File: src/hw/rtl/hsp_pkg.sv
package hsp_pkg;

    localparam int MAX_RES   = 4;
    localparam int RES_IDX_W = 2;
    localparam int RES_CNT_W = 3;

    typedef enum logic [3:0] {
        PH_START      = 4'd0,
        PH_NAME       = 4'd1,
        PH_COLON      = 4'd2,
        PH_COLON_CR   = 4'd3,
        PH_COLON_CRLF = 4'd4,
        PH_LWS        = 4'd5,
        PH_VALUE      = 4'd6,
        PH_VAL_CR     = 4'd7,
        PH_VAL_CRLF   = 4'd8,
        PH_FOLD       = 4'd9,
        PH_END_CR     = 4'd10,
        PH_BODY       = 4'd11,
        PH_ERROR      = 4'd12
    } phase_t;

    typedef enum logic [2:0] {
        KIND_NAME   = 3'd0,
        KIND_VALUE  = 3'd1,
        KIND_BODY   = 3'd2,
        KIND_FEND   = 3'd3,
        KIND_STATUS = 3'd4
    } kind_t;

    typedef enum logic [1:0] {
        ST_OK      = 2'd0,
        ST_SYNTAX  = 2'd1,
        ST_MISSING = 2'd2,
        ST_INVALID = 2'd3
    } status_t;

    localparam logic [2:0] MATCH_FULL = 3'd4;
    localparam logic [2:0] MATCH_NONE = 3'd7;

    localparam logic [7:0] CH_CR    = 8'h0d;
    localparam logic [7:0] CH_LF    = 8'h0a;
    localparam logic [7:0] CH_SP    = 8'h20;
    localparam logic [7:0] CH_TAB   = 8'h09;
    localparam logic [7:0] CH_COLON = 8'h3a;
    localparam logic [7:0] CH_DEL   = 8'h7f;

    localparam logic [7:0] SEQ_NAME [4] = '{8'h63, 8'h73, 8'h65, 8'h71};

    typedef struct packed {
        phase_t     phase;
        logic [2:0] match_step;
        logic       in_seq;
        logic       found;
        logic       bad;
        logic       nonempty;
    } ctrl_t;

    localparam ctrl_t CTRL_RESET = '{
        phase: PH_START, match_step: 3'd0, in_seq: 1'b0,
        found: 1'b0, bad: 1'b0, nonempty: 1'b0
    };

    typedef struct packed {
        kind_t       kind;
        logic [7:0]  data;
        status_t     status;
        logic [31:0] cseq;
    } result_t;

    typedef result_t [MAX_RES-1:0] res_list_t;

    function automatic logic is_ctl(input logic [7:0] b);
        return (b <= 8'd31) || (b == CH_DEL);
    endfunction

    function automatic logic is_token(input logic [7:0] b);
        logic sep;
        case (b)
            8'h28, 8'h29, 8'h3c, 8'h3e, 8'h40, 8'h2c, 8'h3b, 8'h3a, 8'h5c,
            8'h22, 8'h2f, 8'h5b, 8'h5d, 8'h3f, 8'h3d, 8'h7b, 8'h7d, 8'h20,
            8'h09: sep = 1'b1;
            default: sep = 1'b0;
        endcase
        return !sep && !is_ctl(b);
    endfunction

    function automatic result_t mk_res(input kind_t k, input logic [7:0] b);
        return '{kind: k, data: b, status: ST_OK, cseq: 32'd0};
    endfunction

endpackage

File: src/hw/rtl/hsp_parse.sv
module hsp_parse
    import hsp_pkg::*;
#(
    parameter int SEQ_WIDTH = 32
)
(
    input  logic                 clk,
    input  logic                 rst_n,
    input  logic                 step_en,
    input  logic [7:0]           data_byte,
    input  logic                 last_byte,
    output res_list_t            res,
    output logic [RES_CNT_W-1:0] res_cnt
);

    ctrl_t                ctrl_reg, ctrl_next;
    logic [SEQ_WIDTH-1:0] acc_reg, acc_next;

    logic [7:0]           lc;
    logic                 tok, ctl, wsp, is_dig;
    logic [2:0]           nm_next, nm_first;
    logic [SEQ_WIDTH+3:0] acc_ext, prod;
    logic                 vb_bad;
    logic [SEQ_WIDTH-1:0] vb_acc;
    logic                 do_vc, do_sn, sn_allow_cr, do_fend;
    logic [RES_CNT_W-1:0] n;
    logic [SEQ_WIDTH+31:0] cs_ext;
    status_t              st;

    assign lc  = (data_byte >= 8'h41 && data_byte <= 8'h5a) ? data_byte + 8'd32 : data_byte;
    assign tok = is_token(data_byte);
    assign ctl = is_ctl(data_byte);
    assign wsp = (data_byte == CH_SP) || (data_byte == CH_TAB);
    assign is_dig = (data_byte >= 8'h30) && (data_byte <= 8'h39);

    assign nm_next  = (ctrl_reg.match_step < MATCH_FULL
                       && lc == SEQ_NAME[ctrl_reg.match_step[1:0]])
                      ? ctrl_reg.match_step + 3'd1 : MATCH_NONE;
    assign nm_first = (lc == SEQ_NAME[0]) ? 3'd1 : MATCH_NONE;

    // times ten plus digit, top four bits flag overflow
    assign acc_ext = {4'b0, acc_reg};
    assign prod    = (acc_ext << 3) + (acc_ext << 1)
                   + {{SEQ_WIDTH{1'b0}}, data_byte[3:0]};

    always_comb
    begin
        vb_bad = ctrl_reg.bad;
        vb_acc = acc_reg;
        if (ctrl_reg.in_seq && !ctrl_reg.bad)
        begin
            if (!is_dig || prod[SEQ_WIDTH+3:SEQ_WIDTH] != 4'd0)
                vb_bad = 1'b1;
            else
                vb_acc = prod[SEQ_WIDTH-1:0];
        end
    end

    always_comb
    begin
        ctrl_next   = ctrl_reg;
        acc_next    = acc_reg;
        res         = '0;
        n           = '0;
        do_vc       = 1'b0;
        do_sn       = 1'b0;
        sn_allow_cr = 1'b1;
        do_fend     = 1'b0;
        st          = ST_OK;
        cs_ext      = '0;

        case (ctrl_reg.phase)
            PH_START:
            begin
                do_sn       = 1'b1;
                sn_allow_cr = 1'b0;
            end
            PH_NAME:
            begin
                if (tok)
                begin
                    ctrl_next.match_step = nm_next;
                    res[n[RES_IDX_W-1:0]] = mk_res(KIND_NAME, lc);
                    n = n + 3'd1;
                end
                else if (data_byte == CH_COLON)
                begin
                    ctrl_next.in_seq = (ctrl_reg.match_step == MATCH_FULL) && !ctrl_reg.found;
                    ctrl_next.found  = ctrl_reg.found || ctrl_next.in_seq;
                    ctrl_next.phase  = PH_COLON;
                end
                else
                    ctrl_next.phase = PH_ERROR;
            end
            PH_COLON:
            begin
                if (wsp)
                    ctrl_next.phase = PH_LWS;
                else if (data_byte == CH_CR)
                    ctrl_next.phase = PH_COLON_CR;
                else
                    do_vc = 1'b1;
            end
            PH_COLON_CR:
            begin
                ctrl_next.phase = (data_byte == CH_LF) ? PH_COLON_CRLF : PH_ERROR;
            end
            PH_COLON_CRLF:
            begin
                if (wsp)
                    ctrl_next.phase = PH_LWS;
                else
                begin
                    do_fend = 1'b1;
                    do_sn   = 1'b1;
                end
            end
            PH_LWS:
            begin
                do_vc = !wsp;
            end
            PH_VALUE:
            begin
                do_vc = 1'b1;
            end
            PH_VAL_CR:
            begin
                ctrl_next.phase = (data_byte == CH_LF) ? PH_VAL_CRLF : PH_ERROR;
            end
            PH_VAL_CRLF:
            begin
                if (wsp)
                begin
                    // folded line: the CRLF stays in the value, none of it is a digit
                    res[0] = mk_res(KIND_VALUE, CH_CR);
                    res[1] = mk_res(KIND_VALUE, CH_LF);
                    res[2] = mk_res(KIND_VALUE, data_byte);
                    n = 3'd3;
                    ctrl_next.nonempty = ctrl_reg.nonempty || ctrl_reg.in_seq;
                    ctrl_next.bad      = ctrl_reg.bad || ctrl_reg.in_seq;
                    ctrl_next.phase    = PH_FOLD;
                end
                else
                begin
                    do_fend = 1'b1;
                    do_sn   = 1'b1;
                end
            end
            PH_FOLD:
            begin
                if (wsp)
                begin
                    res[n[RES_IDX_W-1:0]] = mk_res(KIND_VALUE, data_byte);
                    n = n + 3'd1;
                    ctrl_next.nonempty = ctrl_reg.nonempty || ctrl_reg.in_seq;
                    ctrl_next.bad      = vb_bad;
                    acc_next           = vb_acc;
                end
                else
                    do_vc = 1'b1;
            end
            PH_END_CR:
            begin
                ctrl_next.phase = (data_byte == CH_LF) ? PH_BODY : PH_ERROR;
            end
            PH_BODY:
            begin
                res[n[RES_IDX_W-1:0]] = mk_res(KIND_BODY, data_byte);
                n = n + 3'd1;
            end
            default:
            begin
                ctrl_next.phase = PH_ERROR;
            end
        endcase

        if (do_fend)
        begin
            res[n[RES_IDX_W-1:0]] = mk_res(KIND_FEND, 8'h00);
            n = n + 3'd1;
            ctrl_next.in_seq = 1'b0;
        end

        if (do_sn)
        begin
            if (sn_allow_cr && data_byte == CH_CR)
                ctrl_next.phase = PH_END_CR;
            else if (tok)
            begin
                ctrl_next.match_step = nm_first;
                res[n[RES_IDX_W-1:0]] = mk_res(KIND_NAME, lc);
                n = n + 3'd1;
                ctrl_next.phase = PH_NAME;
            end
            else
                ctrl_next.phase = PH_ERROR;
        end

        if (do_vc)
        begin
            if (data_byte == CH_CR)
                ctrl_next.phase = PH_VAL_CR;
            else if (ctl)
                ctrl_next.phase = PH_ERROR;
            else
            begin
                res[n[RES_IDX_W-1:0]] = mk_res(KIND_VALUE, data_byte);
                n = n + 3'd1;
                ctrl_next.nonempty = ctrl_reg.nonempty || ctrl_reg.in_seq;
                ctrl_next.bad      = vb_bad;
                acc_next           = vb_acc;
                ctrl_next.phase    = PH_VALUE;
            end
        end

        if (last_byte)
        begin
            if (ctrl_next.phase == PH_VAL_CRLF || ctrl_next.phase == PH_COLON_CRLF)
            begin
                res[n[RES_IDX_W-1:0]] = mk_res(KIND_FEND, 8'h00);
                n = n + 3'd1;
                ctrl_next.phase = PH_BODY;
            end
            cs_ext = {32'd0, acc_next};
            if (ctrl_next.phase != PH_BODY)
                st = ST_SYNTAX;
            else if (!ctrl_next.found || !ctrl_next.nonempty)
                st = ST_MISSING;
            else if (ctrl_next.bad || acc_next == '0)
                st = ST_INVALID;
            else
                st = ST_OK;
            res[n[RES_IDX_W-1:0]] = '{kind: KIND_STATUS, data: 8'h00, status: st,
                                      cseq: (st == ST_OK) ? cs_ext[31:0] : 32'd0};
            n = n + 3'd1;
            ctrl_next = CTRL_RESET;
            acc_next  = '0;
        end

        res_cnt = n;
    end

    always_ff @(posedge clk or negedge rst_n)
    begin
        if (!rst_n)
        begin
            ctrl_reg <= CTRL_RESET;
            acc_reg  <= '0;
        end
        else if (step_en)
        begin
            ctrl_reg <= ctrl_next;
            acc_reg  <= acc_next;
        end
    end

endmodule

File: src/hw/rtl/hsp_outq.sv
module hsp_outq
    import hsp_pkg::*;
(
    input  logic                 clk,
    input  logic                 rst_n,
    input  logic                 load,
    input  res_list_t            load_res,
    input  logic [RES_CNT_W-1:0] load_cnt,
    output logic                 free,
    output logic                 result_valid,
    input  logic                 result_stall,
    output result_t              head,
    output logic                 head_last
);

    res_list_t             buf_reg;
    logic [RES_CNT_W-1:0]  cnt_reg, cnt_next;
    logic [RES_IDX_W-1:0]  idx_reg, idx_next;
    logic                  beat;

    assign result_valid = (cnt_reg != '0);
    assign head         = buf_reg[idx_reg];
    assign head_last    = ({1'b0, idx_reg} == cnt_reg - 3'd1);
    assign beat         = result_valid && !result_stall;
    assign free         = !result_valid || (beat && head_last);

    always_comb
    begin
        cnt_next = cnt_reg;
        idx_next = idx_reg;
        if (load)
        begin
            cnt_next = load_cnt;
            idx_next = '0;
        end
        else if (beat)
        begin
            if (head_last)
            begin
                cnt_next = '0;
                idx_next = '0;
            end
            else
                idx_next = idx_reg + 2'd1;
        end
    end

    always_ff @(posedge clk or negedge rst_n)
    begin
        if (!rst_n)
        begin
            cnt_reg <= '0;
            idx_reg <= '0;
        end
        else
        begin
            cnt_reg <= cnt_next;
            idx_reg <= idx_next;
        end
    end

    always_ff @(posedge clk)
    begin
        if (load)
            buf_reg <= load_res;
    end

endmodule

File: src/hw/rtl/header_section_parser_unit.sv
// header section parser: takes message bytes after the start line and emits
// tagged name, value, body, field-end and status results
// input channel: byte_valid / byte_stall carry data_byte and last_byte, one
// byte per beat; last_byte marks the final byte of a message
// output channel: result_valid / result_stall carry kind, out_byte, status,
// cseq_value and run_last, one result per beat; run_last marks the final
// result caused by an input byte
// path: a taken byte goes through the input register, then the output buffer
// throughput: one byte per cycle while each byte gives at most one result
// and the receiver does not stall; a byte giving n results (up to four, on a
// fold or on the last byte) holds the input until the single-entry output
// buffer has sent its last result, draining one result per unstalled cycle
// reset: parse state returns to expecting the first name byte, input
// register and output buffer empty; after each status result the parser
// starts a new message by itself
// receiver stall: the current result holds; the input register keeps its
// byte and byte_stall rises until the buffer can take the next byte's results
module header_section_parser_unit
    import hsp_pkg::*;
#(
    parameter int SEQ_WIDTH = 32
)
(
    input  logic        clk,
    input  logic        rst_n,
    input  logic        byte_valid,
    output logic        byte_stall,
    input  logic [7:0]  data_byte,
    input  logic        last_byte,
    output logic        result_valid,
    input  logic        result_stall,
    output logic [2:0]  kind,
    output logic [7:0]  out_byte,
    output logic [1:0]  status,
    output logic [31:0] cseq_value,
    output logic        run_last
);

    logic                 in_valid_reg, in_valid_next;
    logic [7:0]           byte_reg;
    logic                 last_reg;
    logic                 free, consume, accept;
    res_list_t            step_res;
    logic [RES_CNT_W-1:0] step_cnt;
    result_t              head;

    assign consume    = in_valid_reg && free;
    assign byte_stall = in_valid_reg && !free;
    assign accept     = byte_valid && !byte_stall;

    always_comb
    begin
        in_valid_next = in_valid_reg;
        if (accept)
            in_valid_next = 1'b1;
        else if (consume)
            in_valid_next = 1'b0;
    end

    always_ff @(posedge clk or negedge rst_n)
    begin
        if (!rst_n)
            in_valid_reg <= 1'b0;
        else
            in_valid_reg <= in_valid_next;
    end

    always_ff @(posedge clk)
    begin
        if (accept)
        begin
            byte_reg <= data_byte;
            last_reg <= last_byte;
        end
    end

    hsp_parse #(
        .SEQ_WIDTH (SEQ_WIDTH)
    ) u_parse (
        .clk       (clk),
        .rst_n     (rst_n),
        .step_en   (consume),
        .data_byte (byte_reg),
        .last_byte (last_reg),
        .res       (step_res),
        .res_cnt   (step_cnt)
    );

    hsp_outq u_outq (
        .clk          (clk),
        .rst_n        (rst_n),
        .load         (consume),
        .load_res     (step_res),
        .load_cnt     (step_cnt),
        .free         (free),
        .result_valid (result_valid),
        .result_stall (result_stall),
        .head         (head),
        .head_last    (run_last)
    );

    assign kind       = head.kind;
    assign out_byte   = head.data;
    assign status     = head.status;
    assign cseq_value = head.cseq;

    // a result only shows up after a byte was handed to the parser
    a_result_from_byte: assert property (@(posedge clk) disable iff (!rst_n)
        $rose(result_valid) |-> $past(consume))
        else $error("result appeared without a parsed byte");

    // the status is always the final result of its byte
    a_status_last: assert property (@(posedge clk) disable iff (!rst_n)
        (result_valid && kind == KIND_STATUS) |-> run_last)
        else $error("status result not marked last");

    // field end and status beats carry no byte
    a_marker_no_byte: assert property (@(posedge clk) disable iff (!rst_n)
        (result_valid && (kind == KIND_FEND || kind == KIND_STATUS)) |-> (out_byte == 8'h00))
        else $error("marker result carries a byte");

    // a decoded number goes out only with an ok status
    a_cseq_only_ok: assert property (@(posedge clk) disable iff (!rst_n)
        (result_valid && cseq_value != 32'd0) |-> (kind == KIND_STATUS && status == ST_OK))
        else $error("cseq value outside an ok status");

endmodule

File: config.mk
export PLATFORM = sky130hd
export DESIGN_NAME = header_section_parser_unit
export DESIGN_NICKNAME = d
export VERILOG_FILES = /design/src/hw/rtl/hsp_pkg.sv /design/src/hw/rtl/hsp_parse.sv /design/src/hw/rtl/hsp_outq.sv /design/src/hw/rtl/header_section_parser_unit.sv
export SDC_FILE = /design/constraint.sdc
export NUM_CORES = 1
export LEC_CHECK = 0
export BUFFER_PORTS_ARGS = -buffer_cell sky130_fd_sc_hd__buf_4
export CELL_PAD_IN_SITES_DETAIL_PLACEMENT = 1
export CELL_PAD_IN_SITES_GLOBAL_PLACEMENT = 2
export CORE_MARGIN = 5
export CORE_UTILIZATION = 38
export DETAILED_ROUTE_END_ITERATION = 8
export PLACE_DENSITY = 0.73
export SLEW_MARGIN = 20
export SYNTH_ARGS = -nofsm -noshare
export SYNTH_HDL_FRONTEND = slang
export SYNTH_HIERARCHICAL = 1
export SYNTH_SLANG_ARGS = --single-unit
File: constraint.sdc
create_clock -name clk -period 6.1 [get_ports clk]
set_input_delay 0.915 -clock clk [delete_from_list [all_inputs] [get_ports clk]]
set_output_delay 0.915 -clock clk [all_outputs]
set_load 0.02 [all_outputs]
* Yosys cells after proc, flatten, opt, wreduce, memory -nomap -nowiden *
Index checks and enable logic that the tools add are counted.

operators by class
  $add $sub $neg = 11
  order comparisons = 18
  equality and inequality tests = 41
  mux-type cells = 113
  bitwise operators = 7
  reduce and logical (&&, ||, !) cells = 54

operators with widths
  operator            count
  $mux 180            10
  $bwmux 180          3
  $demux 45 s2        5
  $not 172->172       2
  $mux 32             9
  $mux 45             6
  $pmux 45 s4         1
  $and 129x172->172   1
  $and 172x172->172   1
  $mux 133            1
  $eq 8x6->1 const B  12
  $bmux 45 s2         1
  $mux 88             1
  $eq 8x7->1 const B  8
  $mux 3              20
  $mux 4              14
  $mux 43             1
  $mux 42             1
  $add 35x33->36      1
  $add 36x4->36       1
  $logic_not 32->1    1
  $pmux 4 s8          1
  $mux 2              15
  $eq 8x4->1 const B  3
  48 further kinds    125

word-level totals
  flip-flop bits (word level) = 238
  output and inout bits = 48
  word-level logic and storage cells = 272

* Logic depth before layout (Yosys ltp) *
  depth in word-level cells = 27
  mapped depth = 23
  depth with buffers taken out = 20

* By module *
The synthesis kept the hierarchy.

by module, submodules not included
  module                      times used  cells an instance  area each (um2)  sequential area each (um2)
  hsp_parse                   1           1132               7766.2           1076.0
  hsp_outq                    1           269                6825.3           5530.3
  header_section_parser_unit  1           15                 334.1            295.3

* Worst setup path before layout *
No wires, ideal clock.

  path type = register -> register
  from = register u_outq.cnt_reg[0]
  to = register u_parse.acc_reg[15]
  setup time = 0.078 ns
  arrival = 6.451 ns
  path slack = -0.430 ns
  cell stages (with the launch flop) = 13
  path buffers = 2
  clock period less this slack = 6.530 ns
  cell sequence = dfrtp_1 > inv_1 > ha_1 > xor2_1 > nand3_2 > o21ai_0 > and2_1 > clkbuf_1 > inv_1 > nor2_1 > clkbuf_1 > a21boi_0 > o2bb2ai_1

between the ends
  cells in the longest elaborated chain, start to end = 5
  elaborated cells between the ends (all ways) = 8
  classes of those cells = 1 x add/sub; 1 x eq/ne; 6 x reduce/logical

ends and longest elaborated chain
  element                                                  RTL line                          RTL
  start: declaration                                       hsp_outq.sv:17                    logic [RES_CNT_W-1:0] cnt_reg, cnt_next;
  start signal: assignment                                 hsp_outq.sv:57                    cnt_reg <= cnt_next;
  $sub 3x1->3 / $reduce_bool 3->1 (equally long branches)  hsp_outq.sv:23, hsp_outq.sv:21
  $eq 2x3->1 / $logic_and 1x1->1 (equally long branches)   hsp_outq.sv:23, hsp_outq.sv:24
  $logic_and 1x1->1                                        hsp_outq.sv:25                    assign free = !result_valid || (beat && head_last);
  $logic_or 1x1->1 (*)                                     hsp_outq.sv:25
  named net free                                           header_section_parser_unit.sv:42  logic free, consume, accept;
  $logic_and 1x1->1 (*)                                    header_section_parser_unit.sv:47  assign consume = in_valid_reg && free;
  named net consume                                        header_section_parser_unit.sv:42
  end signal: assignment                                   hsp_parse.sv:253                  acc_reg <= acc_next;
  end: declaration                                         hsp_parse.sv:17                   logic [SEQ_WIDTH-1:0] acc_reg, acc_next;

Mark *: on every way through the listed nets, which the timed path passes. The rest lies on a longest branch.
A chain may end at the register's enable or synchronous reset.

==> impl_metrics.ini <==
[drt]
routed_wl_um = 45850
post_drt_wl_per_cell_um = 23.01
firstDrtPassIters = 5
drc = 0
drt_iter0_drc = 890
vias = 11700
drt.antenna.violating_nets = 0
vias_per_cell = 5.871

[synth]
synth-edff-count = 189
syn_inst = 1416
postSynth.asyncResetShare_pct = 20.59
synth_flop_cell = edfxtp_1
synth_warnings = 6
ys_seq_area_share_pct = 46.24
syn-cell-area_um2 = 14930
syn_nets = 1520
synth.avg_cell_area_um2 = 10.54
ys_ff_latch = 238
synth.distinct_cells = 87

[global_routing]
grt_pass1_wl_um = 72190
grt.total_usage_pct = 20.71
grt_remaining_overflow = 0
antenna_found_initial = 0
grt_pass1_vias = 12020
grt_start_max_net_pins = 89

[final_layout]
diodes = 0
syn2layout_area_growth_pct = 12.47
stdcell_count = 1993
stdcell_area_um2 = 16790
largest_register_ffs = 180
fin_nets = 1558
drive_gt1_share_pct = 14.58
final_util_pct = 43.34

[setup_path]
path_class = register to register
start_kind = register
worstPathRequired_ns = 6.46
path_max_fanout = 32
critPathCaptureType = register
cp.arrival_ns = 5.84

[die]
ioPinCount = 61
die_y_um = 208.2
fp.dieArea_um2 = 43340
rows = 72
start_util_pct = 38.53
core-area_um2 = 38740
fp.dieW_um = 208.2

[sta]
report.final.slew_viol_count = 0
min_period_over_period_pct = 89.88
tightestPinTransition_ns = 1.088
tns_ns = 0
slew_headroom_pct = 27.45
skew_ns = 0.01676
rsz0062_at_grt = false
clock.fmax_ghz = 0.1824
finalSetupViolations = 0
hold_violations = 0
fin_crit_ns = 5.483

[clock_network]
cts_max_path_buffers = 3
cts_htree_levels = 1
cts_tree = yes
cts-root-buf = clkbuf_16
cts.sinks = 238
cts_hold_buf = 0
cts_resized = 0
clk_pin_slew_ns = 0.06
post_cts_buffers = 0
clkLatencyLatePin_ns = 0.55
numCtsBuffers = 27

[place]
place_congestion = 0.8599
placed_cell_area_um2 = 15910
port_buffers = 60
dp_cells = 1943
dp_hpwl_um = 32690

[flow_run]
maxCapViolCount = 0

[run_status]
status = finished clean

[min_path]
worstHoldPathType = input pin to asynchronous set/reset pin
[cell families after synthesis]
family / synth area share [%]
buffers and inverters: 3.814
adders and majority gates: 7.729
AOI/OAI and AO/OA: 15.87
xor gates and xnor gates: 1.526
DFF: 46.24
muxes: 7.972
and+or+nand+nor: 16.85
[worst paths after layout]
| check | cells past startpoint | endpoint | start | slack [ns] |
|---|---|---|---|---|
| max | 22 | u_outq/buf_reg[152]$_DFFE_PP_ | byte_reg[5]$_DFFE_PP_ | 0.62 |
| min | 1 | u_parse/acc_reg[10]$_DFFE_PN0P_ | rst_n | 0.43 |
| max reg2reg | 22 | u_outq/buf_reg[152]$_DFFE_PP_ | byte_reg[5]$_DFFE_PP_ | 0.62 |
| min reg2reg | 1 | u_parse/ctrl_reg[1]$_DFFE_PN0P_ | u_parse/ctrl_reg[1]$_DFFE_PN0P_ | 0.52 |
| max in group asynchronous | 1 | u_outq/idx_reg[0]$_DFFE_PN0P_ | rst_n | 5.06 |
| min in group clk | 1 | u_parse/ctrl_reg[1]$_DFFE_PN0P_ | u_parse/ctrl_reg[1]$_DFFE_PN0P_ | 0.52 |
[through the flow]
| stage | hold WS (ns) | setup slack (ns) |
|---|---|---|
| after CTS | 0.4430 | 0.2640 |
| after floorplan | 0.4739 | 0.3622 |
| after global placement | 0.4995 | 0.3913 |
| after detailed placement | 0.5005 | 0.2897 |
| final | 0.4253 | 0.6173 |
| after global routing | 0.4763 | 0.1038 |
[Yosys cell counts, drive strengths merged, types with 5 or more instances]
cell type / count / area, um2
o31ai: 10 / 75.07
o21a: 10 / 75.07
xor2: 10 / 87.58
o2bb2ai: 29 / 254.0
a21oi: 91 / 459.2
o22ai: 9 / 56.30
or3: 16 / 100.1
a2111oi: 5 / 62.56
nand3b: 5 / 37.54
o21ai: 44 / 220.2
mux4: 45 / 1025
edfxtp: 189 / 5675
nor2b: 9 / 56.30
nor4: 19 / 118.9
ha: 89 / 1114
nor2: 169 / 634.4
nand3: 26 / 135.1
or2: 11 / 68.81
and3: 32 / 200.2
xnor2: 16 / 140.1
mux2i: 12 / 120.1
nor3: 45 / 225.2
nand2: 126 / 473.0
dfrtp: 49 / 1226
buf: 21 / 148.9
nand2b: 10 / 70.06
clkbuf: 68 / 255.2
a22oi: 6 / 45.04
nand4: 22 / 137.6
a21o: 37 / 277.8
a21boi: 22 / 165.2
a211oi: 11 / 82.58
a31oi: 19 / 118.9
inv: 42 / 157.6
or4: 5 / 41.29
and2: 10 / 65.07
o211ai: 6 / 50.05
[layer usage]
layer  GRT usage (%)  up-vias  wire [um]
met4           3.828        0        618
li1                -     5432          -
met5               0        -          0
met1           30.86     6013      22180
met2           33.03      219      21120
met3           2.455       37       1936
[final cells by class]
type,instances,area [um2]
inverters,44,165.2
well taps,518,648.1
fillers,4261,21950
multi-input cells,1045,7471
clock inverters,20,166.4
repair buffers,98,743.2
clock buffers,30,686.9
flip-flops and latches,238,6907
[placed cells by master, fill, tap and decap left out, types with 37 or more instances in the layout]
| cell type | count |
|---|---|
| a21o_1 | 37 |
| a21oi_1 | 89 |
| buf_4 | 96 |
| dfrtp_1 | 47 |
| edfxtp_1 | 189 |
| ha_1 | 89 |
| inv_1 | 39 |
| mux4_2 | 42 |
| nand2_1 | 126 |
| nor2_1 | 169 |
| nor3_1 | 45 |
| o21ai_0 | 43 |
[critical path: stages (launching register included)]
cell and delay (ns):
edfxtp_1 0.36, buf_4 0.23, nand3b_1 0.19, a211oi_1 0.09
buf_4 0.18, a221o_1 0.31, nor4_1 0.32, nor2_1 0.14
ha_1 0.32, nand2_1 0.06, nand2_1 0.12, ha_1 0.30
mux2_2 0.31, ha_1 0.29, a21oi_2 0.20, ha_1 0.26
o21ai_1 0.24, ha_1 0.26, nand2_1 0.19, clkinv_1 0.26
nand4_1 0.12, buf_4 0.29, nor3_1 0.26
Power is not shown: default switching activity piles up to over one toggle a cycle in this logic, so the estimate is an artifact.
